[src/design/ss_pkg.sv]
// ----------------------------------------------------------------------------
// ss_pkg: shared types for the selection sorter
// Holds the sequencer states and the control group that drives the compare unit.
// ----------------------------------------------------------------------------
package ss_pkg;

  localparam int unsigned DATA_W = 32;

  typedef enum logic [2:0] {
    ST_COLLECT,
    ST_SCAN,
    ST_DRAIN,
    ST_SWAP,
    ST_OUT
  } state_t;

  // control from the sequencer to the compare unit
  typedef struct packed {
    logic vld;    // read data is a live entry
    logic first;  // entry is the head of the unsorted rest
  } scan_ctl_t;

endpackage

[src/design/ss_ram.sv]
// ----------------------------------------------------------------------------
// ss_ram: generic single-port-write, single-port-read RAM
// One write and one read per cycle; read data is registered.
// ----------------------------------------------------------------------------
module ss_ram #(
  parameter int WIDTH = 32,
  parameter int DEPTH = 64
) (
  input  logic                     clk,
  input  logic                     we,
  input  logic [$clog2(DEPTH)-1:0] waddr,
  input  logic [WIDTH-1:0]         wdata,
  input  logic [$clog2(DEPTH)-1:0] raddr,
  output logic [WIDTH-1:0]         rdata
);

  logic [WIDTH-1:0] mem [DEPTH];

  always_ff @(posedge clk) begin
    if (we) begin
      mem[waddr] <= wdata;
    end
    rdata <= mem[raddr];
  end

endmodule

[src/design/ss_scan.sv]
// ----------------------------------------------------------------------------
// ss_scan: running-minimum compare unit
// One signed comparator; tracks the minimum, its index, and the head entry.
// ----------------------------------------------------------------------------
module ss_scan #(
  parameter int IW = 6
) (
  input  logic                     clk,
  input  ss_pkg::scan_ctl_t        ctl,
  input  logic [ss_pkg::DATA_W-1:0] rd_data,
  input  logic [IW-1:0]            rd_idx,
  output logic [ss_pkg::DATA_W-1:0] min_val,
  output logic [IW-1:0]            pick_idx,
  output logic [ss_pkg::DATA_W-1:0] head_val
);
  import ss_pkg::*;

  logic [DATA_W-1:0] min_r;
  logic [IW-1:0]     pick_r;
  logic [DATA_W-1:0] head_r;
  logic              less;

  // strict less keeps the first of equal minima
  assign less = $signed(rd_data) < $signed(min_r);

  always_ff @(posedge clk) begin
    if (ctl.vld) begin
      if (ctl.first) begin
        min_r  <= rd_data;
        pick_r <= rd_idx;
        head_r <= rd_data;
      end else if (less) begin
        min_r  <= rd_data;
        pick_r <= rd_idx;
      end
    end
  end

  assign min_val  = min_r;
  assign pick_idx = pick_r;
  assign head_val = head_r;

endmodule

[src/design/selection_sort_top.sv]
// ----------------------------------------------------------------------------
// selection_sort_top: streaming selection sorter
// Collects signed values until tlast, then emits them in ascending order.
// ----------------------------------------------------------------------------
// Values are accepted one per cycle into a MAX_LEN-entry RAM until a request
// with tlast arrives; requests beyond MAX_LEN are dropped and every result of
// that run carries overflow in out_tuser. The block then stops taking input and
// emits one result per pass: a pass reads the unsorted rest of the RAM through
// its single read port into one shared comparator, then moves the head value into
// the slot the minimum came from and holds the result until out_tready takes it.
// Input is taken again once the final result (out_tlast) has been delivered.
module selection_sort_top #(
  parameter int MAX_LEN = 64
) (
  input  logic        clk,
  input  logic        rst_n,
  input  logic        in_tvalid,
  output logic        in_tready,
  input  logic [31:0] in_tdata,   // [31:0] value
  input  logic        in_tlast,
  output logic        out_tvalid,
  input  logic        out_tready,
  output logic [31:0] out_tdata,  // [31:0] value_res
  output logic        out_tlast,
  output logic        out_tuser   // [0] overflow
);
  import ss_pkg::*;

  localparam int IW = $clog2(MAX_LEN);
  localparam int CW = $clog2(MAX_LEN + 1);

  state_t state_r, state_nxt;
  logic [CW-1:0] count_r, count_nxt;
  logic          dropped_r, dropped_nxt;
  logic [IW-1:0] last_idx_r, last_idx_nxt;
  logic [IW-1:0] i_r, i_nxt;
  logic [IW-1:0] j_r, j_nxt;

  scan_ctl_t     ctl_r;
  logic [IW-1:0] idx_r;

  logic              out_tvalid_r, out_tvalid_nxt;
  logic [DATA_W-1:0] out_data_r;
  logic              out_last_r;
  logic              out_ovf_r;

  logic              in_acc, out_acc, room;
  logic              we;
  logic [IW-1:0]     waddr;
  logic [DATA_W-1:0] wdata;
  logic [DATA_W-1:0] rdata;
  logic [DATA_W-1:0] min_val, head_val;
  logic [IW-1:0]     pick_idx;

  assign in_tready = (state_r == ST_COLLECT);
  assign in_acc    = in_tvalid & in_tready;
  assign out_acc   = out_tvalid_r & out_tready;
  assign room      = count_r < CW'(MAX_LEN);

  // swap writes the head value into the slot the minimum came from
  assign we    = (state_r == ST_SWAP) | (in_acc & room);
  assign waddr = (state_r == ST_SWAP) ? pick_idx : count_r[IW-1:0];
  assign wdata = (state_r == ST_SWAP) ? head_val : in_tdata;

  ss_ram #(
    .WIDTH (DATA_W),
    .DEPTH (MAX_LEN)
  ) u_ram (
    .clk   (clk),
    .we    (we),
    .waddr (waddr),
    .wdata (wdata),
    .raddr (j_r),
    .rdata (rdata)
  );

  ss_scan #(
    .IW (IW)
  ) u_scan (
    .clk      (clk),
    .ctl      (ctl_r),
    .rd_data  (rdata),
    .rd_idx   (idx_r),
    .min_val  (min_val),
    .pick_idx (pick_idx),
    .head_val (head_val)
  );

  always_comb begin
    state_nxt      = state_r;
    count_nxt      = count_r;
    dropped_nxt    = dropped_r;
    last_idx_nxt   = last_idx_r;
    i_nxt          = i_r;
    j_nxt          = j_r;
    out_tvalid_nxt = out_tvalid_r;
    case (state_r)
      ST_COLLECT: begin
        if (in_acc) begin
          if (room) begin
            count_nxt = count_r + CW'(1);
          end else begin
            dropped_nxt = 1'b1;
          end
          if (in_tlast) begin
            last_idx_nxt = room ? count_r[IW-1:0] : IW'(MAX_LEN - 1);
            i_nxt        = '0;
            j_nxt        = '0;
            state_nxt    = ST_SCAN;
          end
        end
      end
      ST_SCAN: begin
        if (j_r == last_idx_r) begin
          state_nxt = ST_DRAIN;
        end else begin
          j_nxt = j_r + IW'(1);
        end
      end
      ST_DRAIN: begin
        state_nxt = ST_SWAP;
      end
      ST_SWAP: begin
        out_tvalid_nxt = 1'b1;
        state_nxt      = ST_OUT;
      end
      ST_OUT: begin
        if (out_acc) begin
          out_tvalid_nxt = 1'b0;
          if (i_r == last_idx_r) begin
            count_nxt   = '0;
            dropped_nxt = 1'b0;
            state_nxt   = ST_COLLECT;
          end else begin
            i_nxt     = i_r + IW'(1);
            j_nxt     = i_r + IW'(1);
            state_nxt = ST_SCAN;
          end
        end
      end
      default: begin
        state_nxt = ST_COLLECT;
      end
    endcase
  end

  always_ff @(posedge clk) begin
    if (!rst_n) begin
      state_r      <= ST_COLLECT;
      count_r      <= '0;
      dropped_r    <= 1'b0;
      last_idx_r   <= '0;
      i_r          <= '0;
      j_r          <= '0;
      ctl_r        <= '0;
      out_tvalid_r <= 1'b0;
    end else begin
      state_r      <= state_nxt;
      count_r      <= count_nxt;
      dropped_r    <= dropped_nxt;
      last_idx_r   <= last_idx_nxt;
      i_r          <= i_nxt;
      j_r          <= j_nxt;
      ctl_r.vld    <= (state_r == ST_SCAN);
      ctl_r.first  <= (j_r == i_r);
      out_tvalid_r <= out_tvalid_nxt;
    end
  end

  // read index travels alongside the registered RAM read
  always_ff @(posedge clk) begin
    idx_r <= j_r;
    if (state_r == ST_SWAP) begin
      out_data_r <= min_val;
      out_last_r <= (i_r == last_idx_r);
      out_ovf_r  <= dropped_r;
    end
  end

  assign out_tvalid = out_tvalid_r;
  assign out_tdata  = out_data_r;
  assign out_tlast  = out_last_r;
  assign out_tuser  = out_ovf_r;

`ifndef NO_ASSERTIONS
  a_no_overlap: assert property (@(posedge clk) disable iff (!rst_n)
    !(in_tready && out_tvalid))
    else $error("input taken while a result is pending");

  a_scan_order: assert property (@(posedge clk) disable iff (!rst_n)
    (state_r == ST_SCAN) |-> (j_r >= i_r && i_r <= last_idx_r))
    else $error("scan index outside unsorted rest");

  a_run_end: assert property (@(posedge clk) disable iff (!rst_n)
    (out_acc && out_tlast) |=> (count_r == '0 && !dropped_r && in_tready))
    else $error("run state not cleared after final result");

  a_count_bound: assert property (@(posedge clk) disable iff (!rst_n)
    count_r <= CW'(MAX_LEN))
    else $error("element count beyond store depth");
`endif

endmodule
[config.mk]
export PLATFORM = sky130hd
export DESIGN_NAME = selection_sort_top
export DESIGN_NICKNAME = d
export VERILOG_FILES = /design/src/design/ss_pkg.sv /design/src/design/ss_ram.sv /design/src/design/ss_scan.sv /design/src/design/selection_sort_top.sv
export SDC_FILE = /design/constraint.sdc
export NUM_CORES = 2
export LEC_CHECK = 0
export BUFFER_PORTS_ARGS = -buffer_cell sky130_fd_sc_hd__buf_2
export CAP_MARGIN = 15
export CORE_MARGIN = 2
export CORE_UTILIZATION = 54
export CTS_BUF_LIST = sky130_fd_sc_hd__clkbuf_4 sky130_fd_sc_hd__clkbuf_8 sky130_fd_sc_hd__clkbuf_16
export DETAILED_ROUTE_END_ITERATION = 6
export HOLD_SLACK_MARGIN = 0.06
export MAX_ROUTING_LAYER = met4
export PLACE_DENSITY = 0.73
export REMOVE_ABC_BUFFERS = 1
export SKIP_LAST_GASP = 1
export SLEW_MARGIN = 10
export SYNTH_ARGS = -nofsm -noshare
export SYNTH_HDL_FRONTEND = slang
export SYNTH_SLANG_ARGS = --single-unit
[constraint.sdc]
create_clock -name clk -period 7.47 [get_ports clk]
set_clock_uncertainty 0.2 [all_clocks]
set_input_delay 1.494 -clock clk [delete_from_list [all_inputs] [get_ports clk]]
set_output_delay 1.494 -clock clk [all_outputs]
set_load 0.02 [all_outputs]
==> impl_metrics.yaml <==
worst_setup_path:
  startpoint: "in_tvalid"
  start_kind: "input port"
  end_kind: "flip-flop"
  cpPeakStageDelay_ns: 1.03
  required_ns: 7.68
  cpMaxStageDelayCell: "nor2_4"
  cpLargestDelayFamily: "simple AND/OR/NAND/NOR gates"
  cp-endpoint: "u_ram.mem[51][8]"
  r2r_start: "state_r[2]"
  r2r_end: "u_ram.mem[39][19]"
  regToRegSetupSlack_ns: 3.14
  cp.depth: 6
  path_cells: "buf_2 -> or4b_2 -> a21oi_2 -> nor2b_1 -> nand2_1 -> nor2_4"
  cp.buffers_inverters: 1
  crit_type: "in -> reg"
  r2r_cells: 7
  cp_max_fo: 32
  critPathArrivalTime_ns: 4.77
power:
  p_per_area_mw_per_mm2: 296
  ir_drop_mv: 0.208
  p_leak_nw: 29.0
  totalPowerFinal_mw: 28.2
synth:
  ys_types: 56
  synth-warning-count: 0
  synthFlopType: "edfxtp_1"
  synth_enable_flop_cells: 2152
  synthArstFlopShare: 0
  syn_area_mm2: 0.0848
  syn_inst: 3707
  ys_seq_area_frac: 0.779
  ys_ff_latch: 2222
  syn_avg_cell_area_um2: 22.9
floorplan:
  dieHeight_um: 400
  die_x_um: 400
  dieArea_mm2: 0.160
  initial_utilization: 0.543
  fp-row-count: 145
  core_area_mm2: 0.156
  pin_count: 73
timing:
  hold_viol_final: 0
  finalSetupViolCount: 0
  worst_pin_slew_ns: 1.18
  slew_headroom: 0.208
  min_period_ns: 4.56
  postLayoutSetupSlackWorst_ns: 2.91
  finalCritPeriodShare: 0.610
  rsz0062_at_grt: "false"
  slew_violations: 0
  timing.fmax_mhz: 220
  setup_tns_ns: 0
grt:
  grt_pass1_wl_um: 292000
  antenna_found_initial: 17
  grtUsageTotal: 0.269
  grt_overflow: 0
  grt_max_degree: 122
  grt_pass1_vias: 39350
placed_design:
  dp_hpwl_um: 118000
  dpl.cell_count: 5740
  gp_congestion: 0.879
  port_buffers: 72
  pre_cts_ws_ns: 2.10
detailed_routing:
  drtIter0Drc: 6099
  first_pass_iters: 5
  ant_nets: 0
  wirelength_um: 206000
  vias: 40115
  wl_per_cell_um: 33.5
  via_per_inst: 6.54
  route.detailed.drc: 0
cts:
  path_clk_slew_ns: 0.06
  clock_sinks: 2222
  clkLatencyLatePin_ns: 0.84
  clock_tree.root_cell: "clkbuf_16"
  postCtsSetupBuffers: 0
  cts_buffers: 206
  clockBufferDepth: 3
  cts-resized-gates: 0
  ctsHoldBuffers: 0
  cts_tree: "done"
  htree_num_levels: 4
finish:
  drive_above_1_share: 0.304
  seq_area_mm2: 0.0660
  syn_to_final_growth_pct: 12.3
  multi_input_area_mm2: 0.0184
  n_fill_cell: 10303
  fin_cells: 6137
  final_nets: 3967
status:
  status: "completed"
job:
  maxCapViolations: 0
hold_path:
  holdCritStartpoint: "idx_r[3]"
  hold_class: "reg -> reg"
[cells in the final DEF (no fill, tap or decap), drive strengths merged, types with 4 or more instances in the layout]
master and count:
ha 34, inv 41, xnor2 12, nor2 114, o221ai 11, o22ai 30
nand4 8, nand3 15, a21oi 43, o21ai 23, diode 6, buf 170
edfxtp 2152, mux2i 45, nand3b 5, or3 4, o21a 4, dfxtp 70
nor2b 7, mux4 620, nand2 162, a211oi 14, nor3 13, bufinv 14
xor2 9, clkbuf 264, clkinv 90, nor4 6, a22oi 28, nand2b 14
nor3b 5, clkinvlp 11
[kinds of logic (layout without fill, tap and decap cells)]
logic type,after synthesis,in the layout,synth area share
DFF,2222,2222,0.779
and+or+nand+nor,366,366,0.0187
AOI/OAI and AO/OA,174,174,0.0135
muxes,666,666,0.170
other,0,6,0
adders and majority gates,34,34,0.00502
xor gates and xnor gates,21,21,0.00217
buffers and inverters,224,590,0.0114
[where the power goes]
part	internal, mW	switching [mW]	leakage (nW)
Sequential	14.0	0.226	19.9
Clock	5.94	4.54	3.39
Combinational	1.40	2.00	5.66
Total	21.4	6.77	29.0
[worst min path at each step]
| stage | endpoint | cells after the start |
|---|---|---|
| after CTS | u_scan.pick_idx[3] | 0 |
| after floorplan | u_scan.pick_idx[0] | 0 |
| after detailed placement | u_scan.pick_idx[3] | 0 |
| after global routing | u_scan.pick_idx[3] | 0 |
| final | u_scan.pick_idx[3] | 0 |
| after global placement | u_scan.pick_idx[0] | 0 |
[state kept, by name (all words and copies together), names as in the netlist]
name             count
ctl_r                2
state_r              3
idx_r                6
u_scan.head_val     32
u_ram.mem         2048
last_idx_r           6
j_r                  6
dropped_r            1
u_ram.rdata         32
out_tlast            1
out_tdata           32
u_scan.pick_idx      6
i_r                  6
out_tvalid           1
u_scan.min_val      32
count_r              7
out_tuser            1
[per-layer routing]
layer / GRT usage / share of wire / wire length, um
met1: 0.371 / 0.38 / 78200
met2: 0.407 / 0.48 / 98500
met3: 0.0631 / 0.11 / 22500
met4: 0.0817 / 0.031 / 6370
met5: - / 0 / 0
[per-stage QoR]
stage / area, um^2 / hold WS (ns) / util
2_1_floorplan: 83900 / 0.186 / -
3_3_place_gp: 88300 / 0.187 / 0.566
3_5_place_dp: 88300 / 0.192 / 0.566
4_1_cts: 95100 / 0.207 / 0.609
5_1_grt: 95200 / 0.218 / 0.610
6_report: 95200 / 0.206 / 0.610
[layout make-up]
cell class,count,share of cell area
multi-input combinational,1261,0.193
sequential,2222,0.694
timing repair buffer,170,0.0134
tap,2058,0.0270
antenna,6,0.000158
clock buffer,264,0.0603
clock inverter,121,0.0111
inverter,35,0.00139
[synthesized netlist by cell type, types with 30 or more instances]
cell      count  area, um^2
dfxtp_1      70        1400
mux4_2      620       14000
clkbuf_1     81         304
nor2_1      114         428
buf_2        82         410
nand2_1     162         608
ha_1         34         425
mux2i_1      45         450
a21oi_1      42         210
inv_1        33         124
edfxtp_1   2152       64600
o22ai_1      30         188
(Power assumes the default switching activity.)
